===== src/hw/rtl/assert_macros.svh =====
// Assertion macros shared by the blend unit RTL.
// No dependencies; included by the files that carry assertions.
`ifndef ASSERT_MACROS_SVH
`define ASSERT_MACROS_SVH

// Clocked check, disabled while reset is asserted
`define ASSERT_RST(label, clk, rst_n, prop, msg) \
  label: assert property (@(posedge clk) disable iff (!rst_n) (prop)) else $error(msg);

// Clocked check that also holds during reset
`define ASSERT_ALWAYS(label, clk, prop, msg) \
  label: assert property (@(posedge clk) (prop)) else $error(msg);

`endif


===== src/hw/rtl/rbu_pkg.sv =====
// Package for the RGBA blend unit: widths, factor and equation codes,
// register indexes and shared types. No dependencies.
`default_nettype none

package rbu_pkg;

  localparam int unsigned CHAN_W   = 8;
  localparam int unsigned TERM_W   = 16;
  localparam int unsigned FACT_W   = 4;
  localparam int unsigned EQ_W     = 3;
  localparam int unsigned PADDR_W  = 4;
  localparam int unsigned PDATA_W  = 32;

  localparam logic [CHAN_W-1:0] FULL_SCALE = 8'd255;
  localparam logic [TERM_W-1:0] TERM_MAX   = 16'd65025;
  localparam logic [TERM_W-1:0] ROUND_HALF = 16'd127;

  // Blend factor codes
  localparam logic [FACT_W-1:0] FACT_ZERO         = 4'd0;
  localparam logic [FACT_W-1:0] FACT_ONE          = 4'd1;
  localparam logic [FACT_W-1:0] FACT_SRC_COLOR    = 4'd2;
  localparam logic [FACT_W-1:0] FACT_INV_SRC_COLOR = 4'd3;
  localparam logic [FACT_W-1:0] FACT_SRC_ALPHA    = 4'd4;
  localparam logic [FACT_W-1:0] FACT_INV_SRC_ALPHA = 4'd5;
  localparam logic [FACT_W-1:0] FACT_DST_ALPHA    = 4'd6;
  localparam logic [FACT_W-1:0] FACT_INV_DST_ALPHA = 4'd7;
  localparam logic [FACT_W-1:0] FACT_DST_COLOR    = 4'd8;
  localparam logic [FACT_W-1:0] FACT_INV_DST_COLOR = 4'd9;

  // Blend equation codes
  localparam logic [EQ_W-1:0] EQ_ADD     = 3'd0;
  localparam logic [EQ_W-1:0] EQ_SUB     = 3'd1;
  localparam logic [EQ_W-1:0] EQ_REV_SUB = 3'd2;
  localparam logic [EQ_W-1:0] EQ_MIN     = 3'd3;
  localparam logic [EQ_W-1:0] EQ_MAX     = 3'd4;

  // Register indexes (byte address = 4 * index)
  localparam logic [1:0] REG_SRC_FACTOR = 2'd0;
  localparam logic [1:0] REG_DST_FACTOR = 2'd1;
  localparam logic [1:0] REG_EQUATION   = 2'd2;

  // Reset values
  localparam logic [FACT_W-1:0] SRC_FACTOR_RST = FACT_ONE;
  localparam logic [FACT_W-1:0] DST_FACTOR_RST = FACT_ZERO;
  localparam logic [EQ_W-1:0]   EQUATION_RST   = EQ_ADD;

  typedef struct packed {
    logic [FACT_W-1:0] src_factor;
    logic [FACT_W-1:0] dst_factor;
    logic [EQ_W-1:0]   equation;
  } rbu_cfg_t;

  typedef struct packed {
    logic [CHAN_W-1:0] red;
    logic [CHAN_W-1:0] green;
    logic [CHAN_W-1:0] blue;
    logic [CHAN_W-1:0] alpha;
  } rbu_pixel_t;

endpackage

`default_nettype wire


===== src/hw/rtl/rbu_ifs.sv =====
// Valid/ready stream interfaces for the blend unit: source/destination
// pixel word in, blended pixel word out. Depends on rbu_pkg.
`default_nettype none

interface rbu_in_if import rbu_pkg::*; ();
  logic              valid;
  logic              ready;
  logic [CHAN_W-1:0] src_red;
  logic [CHAN_W-1:0] src_green;
  logic [CHAN_W-1:0] src_blue;
  logic [CHAN_W-1:0] src_alpha;
  logic [CHAN_W-1:0] dst_red;
  logic [CHAN_W-1:0] dst_green;
  logic [CHAN_W-1:0] dst_blue;
  logic [CHAN_W-1:0] dst_alpha;

  modport source (
    output valid, src_red, src_green, src_blue, src_alpha,
           dst_red, dst_green, dst_blue, dst_alpha,
    input  ready
  );
  modport sink (
    input  valid, src_red, src_green, src_blue, src_alpha,
           dst_red, dst_green, dst_blue, dst_alpha,
    output ready
  );
endinterface

interface rbu_out_if import rbu_pkg::*; ();
  logic              valid;
  logic              ready;
  logic [CHAN_W-1:0] out_red;
  logic [CHAN_W-1:0] out_green;
  logic [CHAN_W-1:0] out_blue;
  logic [CHAN_W-1:0] out_alpha;

  modport source (
    output valid, out_red, out_green, out_blue, out_alpha,
    input  ready
  );
  modport sink (
    input  valid, out_red, out_green, out_blue, out_alpha,
    output ready
  );
endinterface

`default_nettype wire


===== src/hw/rtl/rbu_regs.sv =====
// APB-style configuration registers of the blend unit.
// Depends on rbu_pkg and assert_macros.svh.
`default_nettype none
`include "assert_macros.svh"

module rbu_regs import rbu_pkg::*; (
  input  wire logic               clk,
  input  wire logic               rst_n,
  input  wire logic               psel,
  input  wire logic               penable,
  input  wire logic               pwrite,
  input  wire logic [PADDR_W-1:0] paddr,
  input  wire logic [PDATA_W-1:0] pwdata,
  output logic      [PDATA_W-1:0] prdata,
  output logic                    pready,
  output rbu_cfg_t                cfg
);

  logic [1:0] reg_idx;
  logic       wr_en;
  rbu_cfg_t   cfg_r;
  rbu_cfg_t   cfg_nxt;

  assign reg_idx = paddr[3:2];
  assign wr_en   = psel && penable && pwrite;
  assign pready  = 1'b1;
  assign cfg     = cfg_r;

  // Decode the write; other indexes drop the word
  always_comb begin
    cfg_nxt = cfg_r;
    if (wr_en) begin
      case (reg_idx)
        REG_SRC_FACTOR: cfg_nxt.src_factor = pwdata[FACT_W-1:0];
        REG_DST_FACTOR: cfg_nxt.dst_factor = pwdata[FACT_W-1:0];
        REG_EQUATION:   cfg_nxt.equation   = pwdata[EQ_W-1:0];
        default:        cfg_nxt = cfg_r;
      endcase
    end
  end

  always_ff @(posedge clk) begin
    if (!rst_n) begin
      cfg_r.src_factor <= SRC_FACTOR_RST;
      cfg_r.dst_factor <= DST_FACTOR_RST;
      cfg_r.equation   <= EQUATION_RST;
    end else begin
      cfg_r <= cfg_nxt;
    end
  end

  // Read back the addressed register
  always_comb begin
    case (reg_idx)
      REG_SRC_FACTOR: prdata = {{(PDATA_W-FACT_W){1'b0}}, cfg_r.src_factor};
      REG_DST_FACTOR: prdata = {{(PDATA_W-FACT_W){1'b0}}, cfg_r.dst_factor};
      REG_EQUATION:   prdata = {{(PDATA_W-EQ_W){1'b0}}, cfg_r.equation};
      default:        prdata = '0;
    endcase
  end

  `ASSERT_RST(a_eq_write, clk, rst_n, wr_en && (reg_idx == REG_EQUATION) |=> cfg_r.equation == $past(pwdata[EQ_W-1:0]), "equation write lost")

endmodule

`default_nettype wire


===== src/hw/rtl/rbu_channel.sv =====
// One color channel of the blender: factor select, two 8x8 products,
// equation, clamp and round to 8 bits. Depends on rbu_pkg.
`default_nettype none

module rbu_channel import rbu_pkg::*; (
  input  wire rbu_cfg_t           cfg,
  input  wire logic [CHAN_W-1:0]  sc,
  input  wire logic [CHAN_W-1:0]  sa,
  input  wire logic [CHAN_W-1:0]  dc,
  input  wire logic [CHAN_W-1:0]  da,
  output logic      [CHAN_W-1:0]  res
);

  logic [CHAN_W-1:0] s_fact;
  logic [CHAN_W-1:0] d_fact;
  logic [TERM_W-1:0] s_term;
  logic [TERM_W-1:0] d_term;
  logic [TERM_W+1:0] sum_w;
  logic [TERM_W+1:0] diff_sd;
  logic [TERM_W+1:0] diff_ds;
  logic [TERM_W+1:0] comb;
  logic [TERM_W-1:0] clamped;
  logic [TERM_W:0]   biased;
  logic [TERM_W:0]   quot_sum;

  function automatic logic [CHAN_W-1:0] factor_value(
    input logic [FACT_W-1:0] code,
    input logic [CHAN_W-1:0] c_sc,
    input logic [CHAN_W-1:0] c_sa,
    input logic [CHAN_W-1:0] c_dc,
    input logic [CHAN_W-1:0] c_da
  );
    logic [CHAN_W-1:0] f;
    case (code)
      FACT_ZERO:          f = '0;
      FACT_ONE:           f = FULL_SCALE;
      FACT_SRC_COLOR:     f = c_sc;
      FACT_INV_SRC_COLOR: f = FULL_SCALE - c_sc;
      FACT_SRC_ALPHA:     f = c_sa;
      FACT_INV_SRC_ALPHA: f = FULL_SCALE - c_sa;
      FACT_DST_ALPHA:     f = c_da;
      FACT_INV_DST_ALPHA: f = FULL_SCALE - c_da;
      FACT_DST_COLOR:     f = c_dc;
      FACT_INV_DST_COLOR: f = FULL_SCALE - c_dc;
      default:            f = FULL_SCALE;
    endcase
    return f;
  endfunction

  // Pick factors and form the two terms (units of 1/65025)
  assign s_fact = factor_value(cfg.src_factor, sc, sa, dc, da);
  assign d_fact = factor_value(cfg.dst_factor, sc, sa, dc, da);
  assign s_term = sc * s_fact;
  assign d_term = dc * d_fact;

  // Combine; two's complement, top bit is the sign
  assign sum_w   = {2'b00, s_term} + {2'b00, d_term};
  assign diff_sd = {2'b00, s_term} - {2'b00, d_term};
  assign diff_ds = {2'b00, d_term} - {2'b00, s_term};

  always_comb begin
    case (cfg.equation)
      EQ_SUB:     comb = diff_sd;
      EQ_REV_SUB: comb = diff_ds;
      EQ_MIN:     comb = (s_term < d_term) ? {2'b00, s_term} : {2'b00, d_term};
      EQ_MAX:     comb = (s_term > d_term) ? {2'b00, s_term} : {2'b00, d_term};
      default:    comb = sum_w;
    endcase
  end

  // Clamp to 0..65025
  always_comb begin
    if (comb[TERM_W+1]) begin
      clamped = '0;
    end else if (comb[TERM_W:0] > {1'b0, TERM_MAX}) begin
      clamped = TERM_MAX;
    end else begin
      clamped = comb[TERM_W-1:0];
    end
  end

  // Round: floor((t+127)/255) as (x + (x>>8) + 1) >> 8, exact over this range
  assign biased   = {1'b0, clamped} + {1'b0, ROUND_HALF};
  assign quot_sum = biased + {8'd0, biased[TERM_W:8]} + {{TERM_W{1'b0}}, 1'b1};
  assign res      = quot_sum[TERM_W-1:8];

endmodule

`default_nettype wire


===== src/hw/rtl/rgba_blend_unit.sv =====
// Top level of the RGBA8 blend unit: input word register, four channel
// blenders, result register. Depends on rbu_pkg, rbu_ifs, rbu_regs, rbu_channel.
//
//   port      dir  handshake          carries
//   in_ch     in   valid/ready        source and destination RGBA8 pixel
//   out_ch    out  valid/ready        blended RGBA8 pixel
//   psel..    in   APB write/read     source factor, dest factor, equation select
//
// One word is accepted per cycle while out_ch is not stalled; its result passes
// through the input register, then the result register, before it is offered on out_ch.
// Reset clears both valid flags and loads the register defaults.
// A stalled result holds in the result register; the input register keeps
// taking one more word, after which in_ch.ready follows out_ch.ready.
`default_nettype none
`include "assert_macros.svh"

module rgba_blend_unit import rbu_pkg::*; (
  input  wire logic               clk,
  input  wire logic               rst_n,
  rbu_in_if.sink                  in_ch,
  rbu_out_if.source               out_ch,
  input  wire logic               psel,
  input  wire logic               penable,
  input  wire logic               pwrite,
  input  wire logic [PADDR_W-1:0] paddr,
  input  wire logic [PDATA_W-1:0] pwdata,
  output logic      [PDATA_W-1:0] prdata,
  output logic                    pready
);

  rbu_cfg_t   cfg;
  logic       s1_valid_r;
  logic       s1_valid_nxt;
  rbu_pixel_t src_r;
  rbu_pixel_t dst_r;
  logic       out_valid_r;
  logic       out_valid_nxt;
  rbu_pixel_t res_r;
  rbu_pixel_t res_nxt;
  logic       out_free;
  logic       in_acc;
  logic       s1_adv;

  rbu_regs u_regs (
    .clk     (clk),
    .rst_n   (rst_n),
    .psel    (psel),
    .penable (penable),
    .pwrite  (pwrite),
    .paddr   (paddr),
    .pwdata  (pwdata),
    .prdata  (prdata),
    .pready  (pready),
    .cfg     (cfg)
  );

  // Handshake control
  assign out_free      = !out_valid_r || out_ch.ready;
  assign s1_adv        = s1_valid_r && out_free;
  assign in_ch.ready   = !s1_valid_r || out_free;
  assign in_acc        = in_ch.valid && in_ch.ready;
  assign s1_valid_nxt  = in_acc || (s1_valid_r && !out_free);
  assign out_valid_nxt = s1_adv || (out_valid_r && !out_ch.ready);

  always_ff @(posedge clk) begin
    if (!rst_n) begin
      s1_valid_r  <= 1'b0;
      out_valid_r <= 1'b0;
    end else begin
      s1_valid_r  <= s1_valid_nxt;
      out_valid_r <= out_valid_nxt;
    end
  end

  // Capture the input word
  always_ff @(posedge clk) begin
    if (in_acc) begin
      src_r <= '{red: in_ch.src_red, green: in_ch.src_green,
                 blue: in_ch.src_blue, alpha: in_ch.src_alpha};
      dst_r <= '{red: in_ch.dst_red, green: in_ch.dst_green,
                 blue: in_ch.dst_blue, alpha: in_ch.dst_alpha};
    end
  end

  // Blend each channel; alpha uses the alphas as its colors
  rbu_channel u_red (
    .cfg (cfg), .sc (src_r.red), .sa (src_r.alpha),
    .dc (dst_r.red), .da (dst_r.alpha), .res (res_nxt.red)
  );
  rbu_channel u_green (
    .cfg (cfg), .sc (src_r.green), .sa (src_r.alpha),
    .dc (dst_r.green), .da (dst_r.alpha), .res (res_nxt.green)
  );
  rbu_channel u_blue (
    .cfg (cfg), .sc (src_r.blue), .sa (src_r.alpha),
    .dc (dst_r.blue), .da (dst_r.alpha), .res (res_nxt.blue)
  );
  rbu_channel u_alpha (
    .cfg (cfg), .sc (src_r.alpha), .sa (src_r.alpha),
    .dc (dst_r.alpha), .da (dst_r.alpha), .res (res_nxt.alpha)
  );

  // Load the result register when the input stage advances
  always_ff @(posedge clk) begin
    if (s1_adv) begin
      res_r <= res_nxt;
    end
  end

  assign out_ch.valid     = out_valid_r;
  assign out_ch.out_red   = res_r.red;
  assign out_ch.out_green = res_r.green;
  assign out_ch.out_blue  = res_r.blue;
  assign out_ch.out_alpha = res_r.alpha;

  `ASSERT_RST(a_in_to_s1, clk, rst_n, in_acc |=> s1_valid_r, "accepted word not held in input stage")
  `ASSERT_RST(a_s1_to_out, clk, rst_n, s1_adv |=> out_valid_r, "advanced word missing from result register")
  `ASSERT_RST(a_s1_hold, clk, rst_n, s1_valid_r && !out_free |=> s1_valid_r && $stable(src_r) && $stable(dst_r), "blocked input stage lost its word")
  `ASSERT_ALWAYS(a_rst_clear, clk, !rst_n |=> !out_valid_r && !s1_valid_r, "valid flags not cleared by reset")

endmodule

`default_nettype wire


===== src/flat_wrapper.sv =====
// flat-port wrapper written by rule: the top's interface ports become plain ports
module rgba_blend_unit_flat import rbu_pkg::*;
  (clk, rst_n, psel, penable, pwrite, paddr, pwdata, prdata, pready, in_ch_valid, in_ch_src_red, in_ch_src_green, in_ch_src_blue, in_ch_src_alpha, in_ch_dst_red, in_ch_dst_green, in_ch_dst_blue, in_ch_dst_alpha, in_ch_ready, out_ch_valid, out_ch_out_red, out_ch_out_green, out_ch_out_blue, out_ch_out_alpha, out_ch_ready);
  rbu_in_if in_ch_i ();
  rbu_out_if out_ch_i ();
  input  wire logic clk;
  input  wire logic rst_n;
  input  wire logic psel;
  input  wire logic penable;
  input  wire logic pwrite;
  input  wire logic [PADDR_W-1:0] paddr;
  input  wire logic [PDATA_W-1:0] pwdata;
  output logic      [PDATA_W-1:0] prdata;
  output logic pready;
  input wire logic [$bits(in_ch_i.valid)-1:0] in_ch_valid;
  input wire logic [$bits(in_ch_i.src_red)-1:0] in_ch_src_red;
  input wire logic [$bits(in_ch_i.src_green)-1:0] in_ch_src_green;
  input wire logic [$bits(in_ch_i.src_blue)-1:0] in_ch_src_blue;
  input wire logic [$bits(in_ch_i.src_alpha)-1:0] in_ch_src_alpha;
  input wire logic [$bits(in_ch_i.dst_red)-1:0] in_ch_dst_red;
  input wire logic [$bits(in_ch_i.dst_green)-1:0] in_ch_dst_green;
  input wire logic [$bits(in_ch_i.dst_blue)-1:0] in_ch_dst_blue;
  input wire logic [$bits(in_ch_i.dst_alpha)-1:0] in_ch_dst_alpha;
  output wire logic [$bits(in_ch_i.ready)-1:0] in_ch_ready;
  output wire logic [$bits(out_ch_i.valid)-1:0] out_ch_valid;
  output wire logic [$bits(out_ch_i.out_red)-1:0] out_ch_out_red;
  output wire logic [$bits(out_ch_i.out_green)-1:0] out_ch_out_green;
  output wire logic [$bits(out_ch_i.out_blue)-1:0] out_ch_out_blue;
  output wire logic [$bits(out_ch_i.out_alpha)-1:0] out_ch_out_alpha;
  input wire logic [$bits(out_ch_i.ready)-1:0] out_ch_ready;
  assign in_ch_i.valid = in_ch_valid;
  assign in_ch_i.src_red = in_ch_src_red;
  assign in_ch_i.src_green = in_ch_src_green;
  assign in_ch_i.src_blue = in_ch_src_blue;
  assign in_ch_i.src_alpha = in_ch_src_alpha;
  assign in_ch_i.dst_red = in_ch_dst_red;
  assign in_ch_i.dst_green = in_ch_dst_green;
  assign in_ch_i.dst_blue = in_ch_dst_blue;
  assign in_ch_i.dst_alpha = in_ch_dst_alpha;
  assign in_ch_ready = in_ch_i.ready;
  assign out_ch_valid = out_ch_i.valid;
  assign out_ch_out_red = out_ch_i.out_red;
  assign out_ch_out_green = out_ch_i.out_green;
  assign out_ch_out_blue = out_ch_i.out_blue;
  assign out_ch_out_alpha = out_ch_i.out_alpha;
  assign out_ch_i.ready = out_ch_ready;
  rgba_blend_unit u_core (.clk(clk), .rst_n(rst_n), .in_ch(in_ch_i), .out_ch(out_ch_i), .psel(psel), .penable(penable), .pwrite(pwrite), .paddr(paddr), .pwdata(pwdata), .prdata(prdata), .pready(pready));
endmodule

===== config.mk =====
export PLATFORM = sky130hd
export DESIGN_NAME = rgba_blend_unit_flat
export DESIGN_NICKNAME = d
export VERILOG_FILES = /design/src/hw/rtl/rbu_pkg.sv /design/src/hw/rtl/rbu_ifs.sv /design/src/hw/rtl/rbu_regs.sv /design/src/hw/rtl/rbu_channel.sv /design/src/hw/rtl/rgba_blend_unit.sv /design/src/flat_wrapper.sv
export VERILOG_INCLUDE_DIRS = /design/src /design/src/hw/rtl
export SDC_FILE = /design/constraint.sdc
export NUM_CORES = 2
export LEC_CHECK = 0
export BUFFER_PORTS_ARGS = -buffer_cell sky130_fd_sc_hd__buf_2
export CAP_MARGIN = 40
export CORE_UTILIZATION = 50
export DETAILED_ROUTE_END_ITERATION = 7
export GPL_ROUTABILITY_DRIVEN = 0
export PLACE_DENSITY = 0.67
export SLEW_MARGIN = 20
export SYNTH_ARGS = -nofsm -noshare
export SYNTH_HDL_FRONTEND = slang
export SYNTH_SLANG_ARGS = --single-unit

===== constraint.sdc =====
create_clock -name clk -period 13.85 [get_ports clk]
set_input_delay 3.4625 -clock clk [delete_from_list [all_inputs] [get_ports clk]]
set_output_delay 3.4625 -clock clk [all_outputs]
set_load 0.05 [all_outputs]

==> summary.txt <==
Global route
  • Vias in the first global route: 36600
  • Initial antenna violation count: 3
  • Grt ovf: 0
  • Largest net degree at the start of global routing: 65
  • First-pass GRT wire length: 202000 um
  • GR Util All Layers: 30.7%

Logic synthesis
  • Synth top area share: roughly 16%
  • Count leader, synth: inv_1
  • Mapped Avg Cell Area: 7.82 sq um
  • EDFF count, synth: 96
  • Most common library cells after synthesis: 653 x inv_1, 516 x ha_1, 396 x nor2b_1
  • Seq/Total Area, Yosys: 7.75%
  • Dominant synthesized flop cell: edfxtp_1
  • Post-synth top area cell: ha_1
  • Total number of yosys warnings: 0
  • Async set-or-reset flop fraction in the synthesized netlist: 0%
  • Netlist Area Pre-Place: 40600 sq um
  • Ranking of synthesized cells by area: ha_1 16%, fa_1 15%, edfxtp_1 7.1%
  • Synth Register Bits: 109
  • Mapped Cells: slightly above 5000
  • Yosys cell types: 116

Setup path
  • Crit-path leading delay family: compound AO/OA/AOI/OAI gates
  • Slowest cell on crit path: or4b_2
  • WP data arrival: 13.28 ns
  • CP max FO: 20
  • Critical R2R Capture: u_core.out_ch.out_green[5]$_DFFE_PP_
  • R2R Setup Slk: 0.72 ns
  • Crit start category: flop
  • RR Startpoint: u_core.u_regs.cfg[4]$_SDFFE_PN0P_
  • Crit path largest cell delay: 0.58 ns
  • Cell count along the critical path: 53
  • WP buf/inv: 6
  • R2R depth: 53
  • Setup CP Type: flop to flop
  • Critical Path Start: u_core.u_regs.cfg[4]$_SDFFE_PN0P_
  • CP Data Required Time: 14.00 ns
  • Critical Path Sink Type: flop
  • Crit path capture: u_core.out_ch.out_green[5]$_DFFE_PP_

Cells and area
  • Share of layout cells above drive strength 1: 9.14%
  • Design Area, Final: 43300 sq um
  • Final nets: 6180
  • Fillers: 7630
  • Sequential Area: 3150 sq um
  • Synth-to-layout area growth: 6.71%
  • Area of the multi-input gates: 33800 sq um

STA
  • Final setup viols: 0
  • Achievable Freq: roughly 0.076 GHz
  • Slew HR: 39.2%
  • Worst setup margin: about 0.72 ns
  • Final hold vios: 0
  • Post-layout min period: 13.13 ns
  • Final Skew: 0.0382 ns
  • Slew Viols, Final: 0
  • Tcrit/Tclk final: about 95%
  • Slew @ Worst Pin: 0.910 ns

Clocking
  • Clk slew on worst S/H paths: 0.09 ns
  • Clk root buf: clkbuf_16
  • H-Tree Depth: 3
  • Sink Count: 109
  • Clock Path Buffers: 2
  • Hold buffers post-CTS: 0
  • TritonCTS Buffers: 9
  • Worst skew pair latency: 0.43 ns
  • CTS tree: done

Route
  • Starting DRT DRC Count: 3896
  • DR vias/cell: around 6.2
  • # DRC: 0
  • Routed vias: 39100
  • Pre-antenna DRT Iters: 6
  • Remaining antenna violation count after routing: 0
  • DR WL/cell: 20.4 um
  • Final WL: roughly 130000 um

Die
  • Core area: 80400 sq um
  • Ports: 174
  • Initial Util: 50.4%
  • Die Y: approximately 290 um
  • Die extent in x: 287 um
  • Full die area: between 80000 and 90000 sq um
  • Row Count: 104

Place
  • Port Buffers: ~110
  • Pre-CTS setup slack: approximately 0.54 ns
  • Half-perimeter wire length after placement: 102000 um
  • Cell Area, Placed: 42900 sq um

Worst hold path
  • HP Class: flop to flop

Run status
  • Status: completed

Flow run
  • Max Cap Viol: 0
-- worst reg2reg max path, delay by kind of cell (launching register included) --
family / cells / cell delay, ns
AOI/OAI and AO/OA: 21 / 4.25
adders and majority gates: 8 / 3.31
buffers and inverters: 6 / 0.86
DFF: 1 / 0.54
xor gates and xnor gates: 2 / 0.29
and+or+nand+nor: 14 / 2.94
muxes: 2 / 0.70
-- layout by cell type, fill, tap and decap left out, drive strengths merged, types with 19 or more instances in the layout --
cell type and n:
a21o 74, mux2i 78, nand2 269, or3 27
a211oi 53, a22oi 21, nand4 25, o21ai 234
o21a 44, edfxtp 96, buf 321, nor2 353
nand2b 114, a221oi 34, o221ai 70, xor2 74
conb 33, inv 663, o31ai 35, nor2b 396
a2111oi 23, nor3 106, a31oi 42, fa 300
a221o 63, o22ai 39, a21oi 304, ha 516
or2 20, nor4 30, xnor2 145, and2 111
o21bai 43, nand3 73, a311oi 49, o311ai 19
o211ai 56, and3 24
-- final cells by class --
cell class                 instances  share of cell area, %
antenna                            2                 0.0116
tap                             1060                   3.06
timing repair buffer             323                   4.99
multi-input combinational       4149                   78.1
inverter                         665                   5.78
sequential                       109                   7.29
clock inverter                     7                  0.211
clock buffer                       9                  0.520
-- worst min-delay path by stage --
stage | cells after the start | start | endpoint | slack [ns]
after floorplan | 1 | u_core.s1_valid_r$_SDFF_PN0_ | u_core.out_ch.valid$_SDFF_PN0_ | 0.48
final | 2 | u_core.u_regs.cfg[2]$_SDFFE_PN0P_ | u_core.u_regs.cfg[2]$_SDFFE_PN0P_ | 0.54
after CTS | 2 | u_core.u_regs.cfg[2]$_SDFFE_PN0P_ | u_core.u_regs.cfg[2]$_SDFFE_PN0P_ | 0.53
after global placement | 2 | u_core.u_regs.cfg[2]$_SDFFE_PN0P_ | u_core.u_regs.cfg[2]$_SDFFE_PN0P_ | 0.50
after detailed placement | 2 | u_core.u_regs.cfg[2]$_SDFFE_PN0P_ | u_core.u_regs.cfg[2]$_SDFFE_PN0P_ | 0.51
after global routing | 2 | u_core.u_regs.cfg[2]$_SDFFE_PN0P_ | u_core.u_regs.cfg[2]$_SDFFE_PN0P_ | 0.57
-- per-stage QoR --
step	hold WS [ns]	setup TNS (ns)	std cells	utilization (%)
final	0.538	0	6324	53.8
after global routing	0.570	-0.0286	6324	53.8
after CTS	0.534	0	6317	53.7
after detailed placement	0.514	0	6301	53.3
after global placement	0.505	0	6296	53.2
after floorplan	0.477	0	5220	-
-- cells by family (layout without fill, tap and decap cells) --
family          after synthesis  after routing  share of synthesized area, %
simple gates               1602           1602                          20.8
mux                          94             94                          2.38
buf+inv                     962           1004                          9.40
fa+ha+maj                   825            825                          30.9
flops                       109            109                          7.75
other cells                   2             35                        0.0185
compound gates             1376           1376                          23.9
xor+xnor                    219            219                          4.73
-- what timing repair did --
| item | CTS | global route |
|---|---|---|
| resized for setup | 0 | 17 |
| buffers inserted | 0 | 3 |
| endpoints found under the setup margin | 0 | 21 |
-- metal layers --
metal	global-route usage, %	vias up	wire length, um
li1	-	18200	-
met5	0	-	0
met1	43.2	18600	55900
met4	10.8	0	4960
met3	5.90	326	13200
met2	46.8	1958	54900
-- registers in the layout (all words and copies together), names as in the netlist --
register	count
u_core.src_r	32
u_core.out_ch.out_red	8
u_core.out_ch.out_green	8
u_core.s1_valid_r	1
u_core.u_regs.cfg	11
u_core.dst_r	32
u_core.out_ch.out_blue	8
u_core.out_ch.out_alpha	8
u_core.out_ch.valid	1
Power is not shown: default switching activity piles up to over one toggle a cycle in this logic, so the estimate is an artifact.
